File: src/rtl/core/four_level_page_table_walker_core_macros.svh
// assertion macros used by the page table walker controller
`ifndef FOUR_LEVEL_PAGE_TABLE_WALKER_CORE_MACROS_SVH
`define FOUR_LEVEL_PAGE_TABLE_WALKER_CORE_MACROS_SVH

// condition must hold on every cycle out of reset
`define PTW_ASSERT_ALWAYS(lbl, cond, msg) \
  lbl: assert property (@(posedge clk) disable iff (rst) (cond)) else $error(msg);

// consequent must hold in the same cycle as the antecedent
`define PTW_ASSERT_IMPLIES(lbl, ante, cons, msg) \
  lbl: assert property (@(posedge clk) disable iff (rst) (ante) |-> (cons)) else $error(msg);

`endif

File: src/rtl/core/ptw_pkg.sv
// shared types and constants of the page table walker
`timescale 1ns / 1ps
`default_nettype none

package ptw_pkg;

  // default table memory depth in 64-bit words
  localparam int unsigned MEM_WORDS_DEFAULT = 4096;

  // status codes of a result
  localparam logic [1:0] STATUS_DONE   = 2'd0;
  localparam logic [1:0] STATUS_NOTMAP = 2'd1;
  localparam logic [1:0] STATUS_WINDOW = 2'd2;

  // request operation codes
  typedef enum logic [1:0] {
    OP_WRITE = 2'd0,
    OP_XLATE = 2'd1,
    OP_UNMAP = 2'd2,
    OP_NONE  = 2'd3
  } op_t;

  // kind of result loaded into the output register
  typedef enum logic [1:0] {
    RES_DONE,
    RES_NOTMAP,
    RES_WINDOW,
    RES_XLATED
  } res_t;

  // controller to datapath
  typedef struct packed {
    logic clear;
    logic load;
    logic write_word;
    logic clear_slot;
    logic read;
    logic descend;
    logic out_load;
    res_t res;
  } ptw_cmd_t;

  // datapath to controller
  typedef struct packed {
    op_t  op;
    logic wa_ok;
    logic slot_ok;
    logic leaf;
    logic present;
    logic huge;
    logic clr_last;
  } ptw_stat_t;

endpackage

`default_nettype wire

File: src/rtl/core/ptw_ctrl.sv
// controller of the page table walker: clearing pass, walk sequencing, result handoff
`timescale 1ns / 1ps
`default_nettype none
`include "four_level_page_table_walker_core_macros.svh"

module ptw_ctrl
  import ptw_pkg::*;
(
  input  wire logic      clk,
  input  wire logic      rst,
  input  wire logic      in_valid,
  output logic           in_ready,
  output logic           out_valid,
  input  wire logic      out_ready,
  input  wire ptw_stat_t st,
  output ptw_cmd_t       cmd
);

  typedef enum logic [1:0] {
    S_CLEAR,
    S_IDLE,
    S_ISSUE,
    S_CHECK
  } state_t;

  state_t state;
  state_t state_next;
  logic   out_free;

  assign out_free = !out_valid || out_ready;
  assign in_ready = (state == S_IDLE);

  // next state and commands
  always_comb begin
    state_next = state;
    cmd        = '0;
    cmd.res    = RES_NOTMAP;
    unique case (state)
      S_CLEAR: begin
        cmd.clear = 1'b1;
        if (st.clr_last) begin
          state_next = S_IDLE;
        end
      end
      S_IDLE: begin
        if (in_valid) begin
          cmd.load   = 1'b1;
          state_next = S_ISSUE;
        end
      end
      S_ISSUE: begin
        unique case (st.op) inside
          OP_WRITE: begin
            if (out_free) begin
              cmd.write_word = st.wa_ok;
              cmd.out_load   = 1'b1;
              cmd.res        = st.wa_ok ? RES_DONE : RES_NOTMAP;
              state_next     = S_IDLE;
            end
          end
          OP_XLATE, OP_UNMAP: begin
            if (!st.slot_ok) begin
              if (out_free) begin
                cmd.out_load = 1'b1;
                cmd.res      = RES_WINDOW;
                state_next   = S_IDLE;
              end
            end else if (st.leaf && st.op == OP_UNMAP) begin
              if (out_free) begin
                cmd.clear_slot = 1'b1;
                cmd.out_load   = 1'b1;
                cmd.res        = RES_DONE;
                state_next     = S_IDLE;
              end
            end else begin
              cmd.read   = 1'b1;
              state_next = S_CHECK;
            end
          end
          default: begin
            if (out_free) begin
              cmd.out_load = 1'b1;
              cmd.res      = RES_NOTMAP;
              state_next   = S_IDLE;
            end
          end
        endcase
      end
      S_CHECK: begin
        if (!st.present) begin
          if (out_free) begin
            cmd.out_load = 1'b1;
            cmd.res      = RES_NOTMAP;
            state_next   = S_IDLE;
          end
        end else if (!st.leaf && st.huge) begin
          if (out_free) begin
            cmd.out_load = 1'b1;
            cmd.res      = (st.op == OP_UNMAP) ? RES_NOTMAP : RES_XLATED;
            state_next   = S_IDLE;
          end
        end else if (!st.leaf) begin
          cmd.descend = 1'b1;
          state_next  = S_ISSUE;
        end else if (out_free) begin
          cmd.out_load = 1'b1;
          cmd.res      = RES_XLATED;
          state_next   = S_IDLE;
        end
      end
      default: state_next = S_CLEAR;
    endcase
  end

  // state and output valid
  always_ff @(posedge clk) begin
    if (rst) begin
      state     <= S_CLEAR;
      out_valid <= 1'b0;
    end else begin
      state <= state_next;
      if (cmd.out_load) begin
        out_valid <= 1'b1;
      end else if (out_ready) begin
        out_valid <= 1'b0;
      end
    end
  end

  // checks
  `PTW_ASSERT_IMPLIES(a_load_free, cmd.out_load, !out_valid || out_ready, "result overwritten")
  `PTW_ASSERT_IMPLIES(a_descend_leaf, cmd.descend, !st.leaf, "descend past the last level")
  `PTW_ASSERT_IMPLIES(a_unmap_slot, cmd.clear_slot, st.slot_ok && st.leaf, "unmap outside window")
  `PTW_ASSERT_ALWAYS(a_one_write, $onehot0({cmd.clear, cmd.write_word, cmd.clear_slot}), "write clash")

endmodule

`default_nettype wire

File: config.mk
export PLATFORM = sky130hd
export DESIGN_NAME = ptw_ctrl
export DESIGN_NICKNAME = d
export VERILOG_FILES = /design/src/rtl/core/ptw_pkg.sv /design/src/rtl/core/ptw_ctrl.sv
export VERILOG_INCLUDE_DIRS = /design/src /design/src/rtl/core
export SDC_FILE = /design/constraint.sdc
export NUM_CORES = 1
export LEC_CHECK = 0
export ABC_CLOCK_PERIOD_IN_PS = 3300
export BUFFER_PORTS_ARGS = -buffer_cell sky130_fd_sc_hd__buf_2
export CORE_AREA = 3 3 40 42
export CTS_BUF_LIST = sky130_fd_sc_hd__clkbuf_8
export DETAILED_ROUTE_END_ITERATION = 6
export DIE_AREA = 0 0 43 45
export HOLD_SLACK_MARGIN = 0.06
export PLACE_DENSITY = 0.61
export SLEW_MARGIN = 20
export SYNTH_ARGS = -nofsm -noshare
export SYNTH_HDL_FRONTEND = slang
export SYNTH_SLANG_ARGS = --single-unit
File: constraint.sdc
create_clock -name clk -period 3.3 [get_ports clk]
set_input_delay 0.66 -clock clk [delete_from_list [all_inputs] [get_ports clk]]
set_output_delay 0.66 -clock clk [all_outputs]
set_load 0.05 [all_outputs]
Word level (Yosys, flattened, before mapping)
Cells that the tools add are included.
W data, S select, Z words.
{ "totals": {"ff_bits": 3, "in_bits": 12, "out_inout_bits": 11, "word_cells": 61} }
{ "op_classes": {"n_eq_ne": 7, "muxes": 42, "n_reduce_logical": 10} }
{ "op_table": {"columns": ["op", "count"], "rows": [
  ["$mux W3", 12],
  ["$mux W2", 12],
  ["$mux W1", 15],
  ["$pmux W3 S2", 2],
  ["$pmux W2 S4", 1],
  ["$eq A2 B2 Y1 const B", 3],
  ["$eq A2 B1 Y1 const B", 2],
  ["$logic_not A2 Y1", 2],
  ["$ne A2 B2 Y1 const B", 2],
  ["$logic_and A1 B1 Y1", 2],
  ["$logic_not A1 Y1", 2],
  ["$reduce_and A2 Y1", 1],
  ["$reduce_bool A2 Y1", 1],
  ["$reduce_or A2 Y1", 1],
  ["$logic_or A1 B1 Y1", 1]
]} }

Depth between registers and ports, before layout
Gate-level depths: netlist (run 1).
{ "logic_depth": {"word_depth": 8, "ltp_mapped": 5} }

Worst setup path after synthesis (run 1)
OpenSTA, ideal clock, no wires.
{ "synth_path": {"path_kind": "input to output", "startpoint": "in st[6] (netlist name)", "endpoint": "out cmd[5] (netlist name)", "arrival_time_ns": 2.611, "required_time_ns": 2.640, "path_slack_ns": 0.029, "cell_stages": 4, "n_path_buf": 0, "path_cell_list": "inv_1 > ha_1 > nand2_1 > nor4_1"} }
{ "synth_rtl": {"columns": ["item", "line_no", "text"], "rows": [
  ["from (decl)", "ptw_ctrl.sv:15", "input wire ptw_stat_t st,"],
  ["to (decl)", "ptw_ctrl.sv:16", "output ptw_cmd_t cmd"]
]} }

==> results of run 1 <==
==> sequential cells by signal, summed over array words and instances, names as in the netlist <==
signal / flops
state: 2
out_valid: 1
==> cells by family after synthesis <==
logic type	share of synthesized area [%]
AND/OR/NAND/NOR	35.1
AO/OA/AOI/OAI	31.8
buffers and inverters	7.28
adder cells (fa/ha/maj)	9.93
flip-flops	15.9
==> cells in the mapped netlist, drive strengths merged <==
library cell	count
nand2	5
nand3b	1
nor4	1
and3	1
nand3	1
a2111oi	1
o22ai	1
a41oi	1
nor3b	1
ha	3
o211ai	2
a211oi	2
nand2b	2
nor3	2
dfxtp	3
a21oi	1
nor2b	2
inv	4
a21boi	1
a2111o	1
nand4bb	1
buf	2
o21a	1
nor2	6
a21bo	1
==> metrics by stage <==
stage | instance area [µm²] | cells | util [%] | setup WS (ns)
2_1_floorplan | 378 | 47 | - | 0.0295
3_3_place_gp | 494 | 82 | 38.5 | 0.745
3_5_place_dp | 494 | 82 | 38.5 | 0.735
4_1_cts | 539 | 86 | 42.0 | 0.736
5_1_grt | 539 | 86 | 42.0 | 0.629
6_report | 539 | 86 | 42.0 | 0.742
==> report_power, final <==
| group | total (mW) | switching, mW | internal [mW] |
|---|---|---|---|
| Clock | 0.105 | 0.0254 | 0.0793 |
| Combinational | 0.0816 | 0.0525 | 0.0291 |
| Sequential | 0.0482 | 0.00838 | 0.0399 |
| Total | 0.235 | 0.0863 | 0.148 |
==> worst min-delay path, cell delays in order (launching register included) <==
cell and delay (ns):
sky130_fd_sc_hd__dfxtp_1 0.30, sky130_fd_sc_hd__nand2b_1 0.16, sky130_fd_sc_hd__o22ai_1 0.10
==> metal layers <==
| layer | vias to the layer above | global-route usage, % | wire length, µm |
|---|---|---|---|
| li1 | 221 | - | - |
| met1 | 176 | 15.3 | 459 |
| met2 | 18 | 17.7 | 434 |
| met3 | 0 | 4.38 | 97 |
| met4 | 0 | 3.61 | 0 |
| met5 | - | 0 | 0 |
==> cell type report <==
class	count	area, µm²	area share (%)
multi-input cells	38	290	53.8
repair buffers	22	110	20.4
flip-flops and latches	3	60.1	11.1
clock buffers	3	41.3	7.66
well taps	15	18.8	3.48
inverters	4	15.0	2.78
clock inverters	1	3.75	0.696
==> worst min-delay path by stage <==
stage	end	slack, ns	cells past startpoint
floorplan	state[0]$_SDFFE_PP0P_	0.63	3
global placement	out_valid$_SDFFE_PP0P_	0.62	2
detailed placement	out_valid$_SDFFE_PP0P_	0.63	2
CTS	out_valid$_SDFFE_PP0P_	0.64	2
global route	state[0]$_SDFFE_PP0P_	0.66	2
finish	out_valid$_SDFFE_PP0P_	0.62	2
==> impl.org, run 1 <==
** Run status
- The run finished with clean final reports.

** Floorplanning
- The initial utilization of the core area, before any placement, comes to 29.4%.
- Die footprint :: 1940 µm²
- The floorplan step set the die height to 45 µm.
- Std-Cell Rows :: 13
- Overall die width :: 43 µm
- In this run the standard cell core region covers 1280 µm².
- Count of pins on the block boundary :: 23

** Placed design
- Dpl hpwl :: 806 µm
- Port Buf Inserts :: 22
- Final RePlAce weighted congestion :: 0.739

** Worst setup path
- Data arrival at the endpoint of the critical path :: 1.90 ns
- In this run the number of cells on the critical path is 7.
- On the critical path the largest part of the delay comes from compound AO/OA/AOI/OAI gates.
- Walking the worst path, the cells encountered are buf_2 -> inv_1 -> ha_1 -> a21bo_4 -> a2111oi_4 -> nor2_1 -> buf_2.
- Cell type with the highest occurrence count on the critical path :: sky130_fd_sc_hd__buf_2
- Tracing the worst setup path back leads to its startpoint at st[6].
- Following the worst setup path forward leads to its endpoint at cmd[2].
- STA classifies the critical path startpoint as an input pin.
- Counting cells, the worst reg-to-reg path comes to 3.
- In this run the worst path has a maximum fanout of 3.
- Reg-to-reg endpoint :: state[0]$_SDFFE_PP0P_
- At the worst endpoint, the required time is 2.64 ns.
- Setup slack of the worst register-to-register path :: 2.07 ns
- Among all stages on the critical path, the largest delay is contributed by sky130_fd_sc_hd__a2111oi_4.
- STA classifies the critical path endpoint as an output pin.
- In this run the critical register-to-register path is launched from state[0]$_SDFFE_PP0P_.
- For this run, the slowest stage of the critical path takes 0.35 ns.
- The critical path is of the in -> out type.
- Worst path buffer plus inverter count :: 3

** Logic synthesis
- The top cell type by area accounts for 15.9% of the synthesized area.
- Synthesized net count :: 62
- During synthesis, Yosys emitted a total of 0 warnings.
- Post-Synthesis Cell Area :: 378 µm²
- The share of the Yosys chip area taken by registers is 15.9%.
- After technology mapping, the gate count stands at 47.
- Synthesis instantiated 27 different standard cells from the library.
- Synthesized area per cell :: 8.04 µm²
- Area contributors post-synth :: sky130_fd_sc_hd__dfxtp_1 (16%), sky130_fd_sc_hd__ha_1 (9.9%), sky130_fd_sc_hd__a2111oi_4 (7.3%)
- Synthesis inferred 3 register bits.
- Synth area leader :: sky130_fd_sc_hd__dfxtp_1

** Timing
- After layout, the minimum clock period comes to 2.56 ns.
- The number of pins exceeding their max-slew limit in the final report was 0.
- In the final timing run, aggregate negative setup slack is 0 ns.
- Transition at the pin with the smallest max-transition slack :: 0.410 ns
- Across all hold checks on the routed design, the worst slack comes to 0.625 ns.
- Clock skew on the completed layout was measured at 0.00384 ns.
- Setup violation total in the final timing report :: 0
- Top achievable clock speed :: 391 MHz
- Setup repair after global routing left no endpoint under its margin.
- The final critical path takes up 77.5% of the cycle.
- Relative slew slack :: 72.7%
- The number of hold violations in the final report came to 0.

** Global routing
- Via count of the first global-routing pass :: 410
- Maximum number of pins on one net before global-route repair :: 12
- The number of antenna violations at the first check in global routing was 0.
- All-Layer GR Usage :: 11.6%
- Wire length of the first global-routing pass :: 1730 µm
- Global routing finished with a remaining overflow of 0.

** Power
- Summed over all cells, the static leakage comes to 0.258 nW.
- Power density relative to cell area :: 435 nW/µm²
- Peak supply drop :: 0.126 mV
- Total power :: 235 µW

** Detailed routing
- DRC violation total after the first TritonRoute iteration :: 6
- Dividing the detail-routed wire length by the instance count gives 11.5 µm.
- Once detail routing completed, the nets flagged for antenna violations numbered 0.
- Iteration count of the initial detailed-routing pass :: 2
- Vias/cell :: 4.83
- Summing over every cut layer, the via total after detailed routing is 415.
- Number of design rule violations left after detail routing :: 0
- Final routed wirelength across all metal layers :: 990 µm

** Clocking
- Worst skew pair latency :: 0.22 ns
- In this run the number of H-tree levels came out at 1.
- Resize count post-CTS :: 0
- Post-CTS setup buffers :: 0
- Clock buffer depth :: 2
- Quantity of hold-fixing buffers added after cts :: 0
- TritonCTS clock tree :: yes
- After clock tree synthesis, the clock-pin slew on the worst setup and hold paths is 0.03 ns.
- In this run the clock root is driven by a sky130_fd_sc_hd__clkbuf_8.
- Clock Sink Count :: 3
- Clock tree synthesis inserted a total of 3 buffers.

** Final layout
- Fraction of final layout cells sized beyond drive strength 1 :: 40.8%
- Final net count :: 87
- The layout has 135 filler cells.
- The library cell used most frequently in the layout, excluding fill and tap cells, is sky130_fd_sc_hd__buf_2.
- The area growth from synthesis to layout is 42.7%.
- Highest-count cells in the layout ignoring fill and taps :: sky130_fd_sc_hd__buf_2 (22), sky130_fd_sc_hd__nor2_1 (6), sky130_fd_sc_hd__inv_1 (5), sky130_fd_sc_hd__nand2_1 (5)
- Number of inserted diodes :: 0

** Min path
- In this run the worst hold path is classified as reg -> reg.
- In this run the most critical hold path is launched from out_valid$_SDFFE_PP0P_.

** Job
- Across the run, the number of max-cap violations was 0.
No activity file was read; power rests on OpenSTA's default activity.
==> inputs of run 2 (changes only) <==
--- a/config.mk
+++ b/config.mk
@@ -6,7 +6,7 @@
 export SDC_FILE = /design/constraint.sdc
 export NUM_CORES = 1
 export LEC_CHECK = 0
-export ABC_CLOCK_PERIOD_IN_PS = 3300
+export ABC_CLOCK_PERIOD_IN_PS = 2400
 export BUFFER_PORTS_ARGS = -buffer_cell sky130_fd_sc_hd__buf_2
 export CORE_AREA = 3 3 40 42
 export CTS_BUF_LIST = sky130_fd_sc_hd__clkbuf_8
==> constraint.sdc (replaced) <==
create_clock -name clk -period 2.4 [get_ports clk]
set_input_delay 0.48 -clock clk [delete_from_list [all_inputs] [get_ports clk]]
set_output_delay 0.48 -clock clk [all_outputs]
set_load 0.05 [all_outputs]
==> run 2 against run 1 <==
Effect of this change:
- worst hold slack worse by 0.15 ns
- first-iteration DRC count grew 50%
- critical path depth unchanged
- sequential cell count is the same
- critical path type unchanged
- critical endpoint unchanged
==> impl.org, run 2 (synthesis gave the netlist of run 1 again) <==
** Worst setup path
- The worst setup path is launched from an input pin.
- The number of cell instances on the worst register-to-register path was 3 (unchanged).
- The data arrival time of the critical path is 1.73 ns (-0.17 ns).
- Peak fanout along the critical path :: 3 (unchanged)
- The data required time of the critical path is 1.92 ns (-0.72 ns).
- Crit. End Element :: output pin
- Critical Setup Path Class :: in -> out

** Power
- Total power :: 320 µW (+36%)
- Power density relative to cell area :: 581 nW/µm² (+34%)
- Switching part of the total :: 36.3% (-0.54 points)
- The part of the power in registers came to 20.9% (+0.3 points).
- The highest ir drop seen on vdd came to 0.284 mV (+120%).
- Net Sw Power :: 116 µW (+34%)
- The total internal power came to 204 µW (+37%).
- The part of the power in combinational logic was 35.4% (+0.6 points).
- The leakage power summed over all cells came to 0.259 nW (+0.34%).
- Share of power burned in the clock network :: 43.6% (-1.1 points)

** Timing
- Final critical delay including setup and external delays :: 2.21 ns
- Total count of hold-check failures in the final report :: 0 (unchanged)
- The total negative setup slack came to 0 ns (unchanged).
- Tcrit/Tclk final :: 92.1%
- For this run, the top clock speed supported by timing is 452 MHz.
- Worst Skew :: 0.000795 ns (-0.00304 ns)
- Relative slew slack :: 71.2% (-1.5 points)
- Setup repair after global routing left no endpoint under its margin.
- Transition at the pin with the smallest max-transition slack :: 0.432 ns (+0.0222 ns)
- Setup violation total in the final timing report :: 0 (unchanged)
- The number of pins exceeding their max-slew limit in the final report was 0 (unchanged).

** Detailed routing
- Final routed wirelength across all metal layers :: 970 µm (-2.0%)
- The routed wire length on met2 is 367 µm (-15%).
- Detail-routed net length per standard cell :: 11.3 µm (-2.0%)
- The count of TritonRoute iterations in the first routing pass is 4 (+2).
- Routed met3 length :: 138 µm (+42%)
- The number of vias per cell was 4.85 (+0.48%).
- The overall via count from detail_route is 417 (+0.48%).
- DRC violation total after the first TritonRoute iteration :: 9 (+3)
- Highest routed metal layer :: met3
- The number of nets with antenna violations after detailed routing was 0 (unchanged).
- The routed metal-1 wirelength came to 464 µm (+1.1%).
- The post-detailed-route DRC marker count was 0 (unchanged).

** Clocking
- The post-CTS setup buffer count was 0 (unchanged).
- Clock buffer depth :: 2 (unchanged)
- The cts-stage hold buffer count was 0 (unchanged).
- Max H-tree Level :: 1 (unchanged)
- The source-to-sink clock delay at the later pin of the worst-skew pair is 0.21 ns (about the same).
- The tree is rooted in a sky130_fd_sc_hd__clkbuf_8.
- Clock transition at path regs :: 0.03 ns (about the same)
- TritonCTS clock tree :: yes
- The post-cts repair resize count came to 0 (unchanged).
- Clock Sink Count :: 3 (unchanged)
- Number of buffers inserted during clock tree synthesis :: 3 (unchanged)

** Floorplanning
- Std-Cell Rows :: 13 (unchanged)
- Initial Util :: 29.4% (unchanged)
- Y dimension of the die :: 45 µm (unchanged)
- The total I/O pin count came to 23 (unchanged).
- The area inside the core boundary is 1280 µm² (unchanged).
- The horizontal die dimension came to 43 µm (unchanged).
- Die footprint :: 1940 µm² (unchanged)

** Final layout
- Area used by sequential logic in the layout :: 60.1 µm² (unchanged)
- In the layout the commonest cells are sky130_fd_sc_hd__buf_2 (22), sky130_fd_sc_hd__nor2_1 (6), sky130_fd_sc_hd__inv_1 (5), sky130_fd_sc_hd__nand2_1 (5).
- The register with the most flip-flops in the final layout is state.
- Fin area :: 551 µm² (+2.1%)
- The total inserted antenna cells was 0 (unchanged).
- The proportion of layout cells with a drive suffix above 1 came to 43.7% (+2.8 points).
- In the final layout, the registers with the most flip-flops are state (2), out_valid (1).
- The non-filler instance count after layout was 86 (unchanged).
- The count of filler cells inserted in the layout was 150 (+11%).
- Final net count :: 87 (unchanged)
- Most common cell after layout, fill and taps aside :: sky130_fd_sc_hd__buf_2
- The number of flip-flops under the largest register name was 2 (unchanged).
- Area taken by multi-input logic gates :: 302 µm² (+3.9%)
- Growth of design area from synthesis to finish :: 45.7%

** Placed design
- The total cell area at the placement stage is 505 µm² (+2.3%).
- Final RePlAce weighted congestion :: 0.755 (+2.1%)
- Cell count after placement :: 82 (unchanged)
- Port Buf Inserts :: 22 (unchanged)
- Dpl hpwl :: 773 µm (-4.1%)

** Global routing
- The global-route wire length before repair is 1550 µm (-10%).
- The overall fraction of global-route tracks in use came to 10.6% (-0.98 points).
- The via count of the first global-routing pass came to 358 (-13%).
- Maximum number of pins on one net before global-route repair :: 12 (unchanged)
- The number of antenna violations at the first check in global routing came to 0 (unchanged).
- The final global-route overflow total was 0 (unchanged).

** Min path
- The cell depth of the worst hold path was 2 (unchanged).
- The min-delay analysis places its worst path in the category in -> reg.

** Run status
- The run finished with clean final reports.

** Job
- The number of max-capacitance violations reported came to 0 (unchanged).
run 2: metal layers:
| layer | GRT usage [%] | vias up |
|---|---|---|
| li1 | - | 218 |
| met1 | 14.9 | 179 |
| met2 | 14.4 | 20 |
| met3 | 7.17 | 0 |
| met4 | 0 | 0 |
| met5 | 0 | - |
run 2: worst paths after layout:
path,from,to,slack [ns]
setup / recovery,st[6],cmd[2],0.19
hold / removal,rst,state[0]$_SDFFE_PP0P_,0.47
setup reg to reg,state[0]$_SDFFE_PP0P_,state[0]$_SDFFE_PP0P_,1.18
hold reg to reg,out_valid$_SDFFE_PP0P_,out_valid$_SDFFE_PP0P_,0.63
run 2: final cells by class:
cell class                 count  area share [%]
inverter                       4            2.73
clock inverter                 1           0.682
multi-input combinational     38            54.8
sequential                     3            10.9
tap                           15            3.41
clock buffer                   3            7.50
timing repair buffer          22            20.0
run 2: power groups by stage:
stage	Sequential, mW	Combinational [mW]	Clock (mW)
finish	0.0669	0.113	0.139
global route	0.0679	0.122	0.155
CTS	0.0666	0.114	0.146
detailed placement	0.0673	0.114	0
global placement	0.0670	0.114	0
floorplan	0.0602	0.0948	0
run 2: metrics by stage:
step | hold WS, ns | utilization (%) | worst slack, ns
final | 0.471 | 42.8 | 0.189
after global routing | 0.476 | 42.8 | 0.126
after CTS | 0.467 | 42.8 | 0.178
after detailed placement | 0.617 | 39.3 | 0.180
after global placement | 0.628 | 39.3 | 0.190
after floorplan | 0.553 | - | 0.0500
run 2: worst max-delay path, cell delays in order:
cell and delay, ns:
sky130_fd_sc_hd__buf_2 0.09, sky130_fd_sc_hd__inv_1 0.05, sky130_fd_sc_hd__ha_1 0.22, sky130_fd_sc_hd__a21bo_4 0.23
sky130_fd_sc_hd__a2111oi_4 0.37, sky130_fd_sc_hd__nor2_1 0.08, sky130_fd_sc_hd__buf_2 0.21
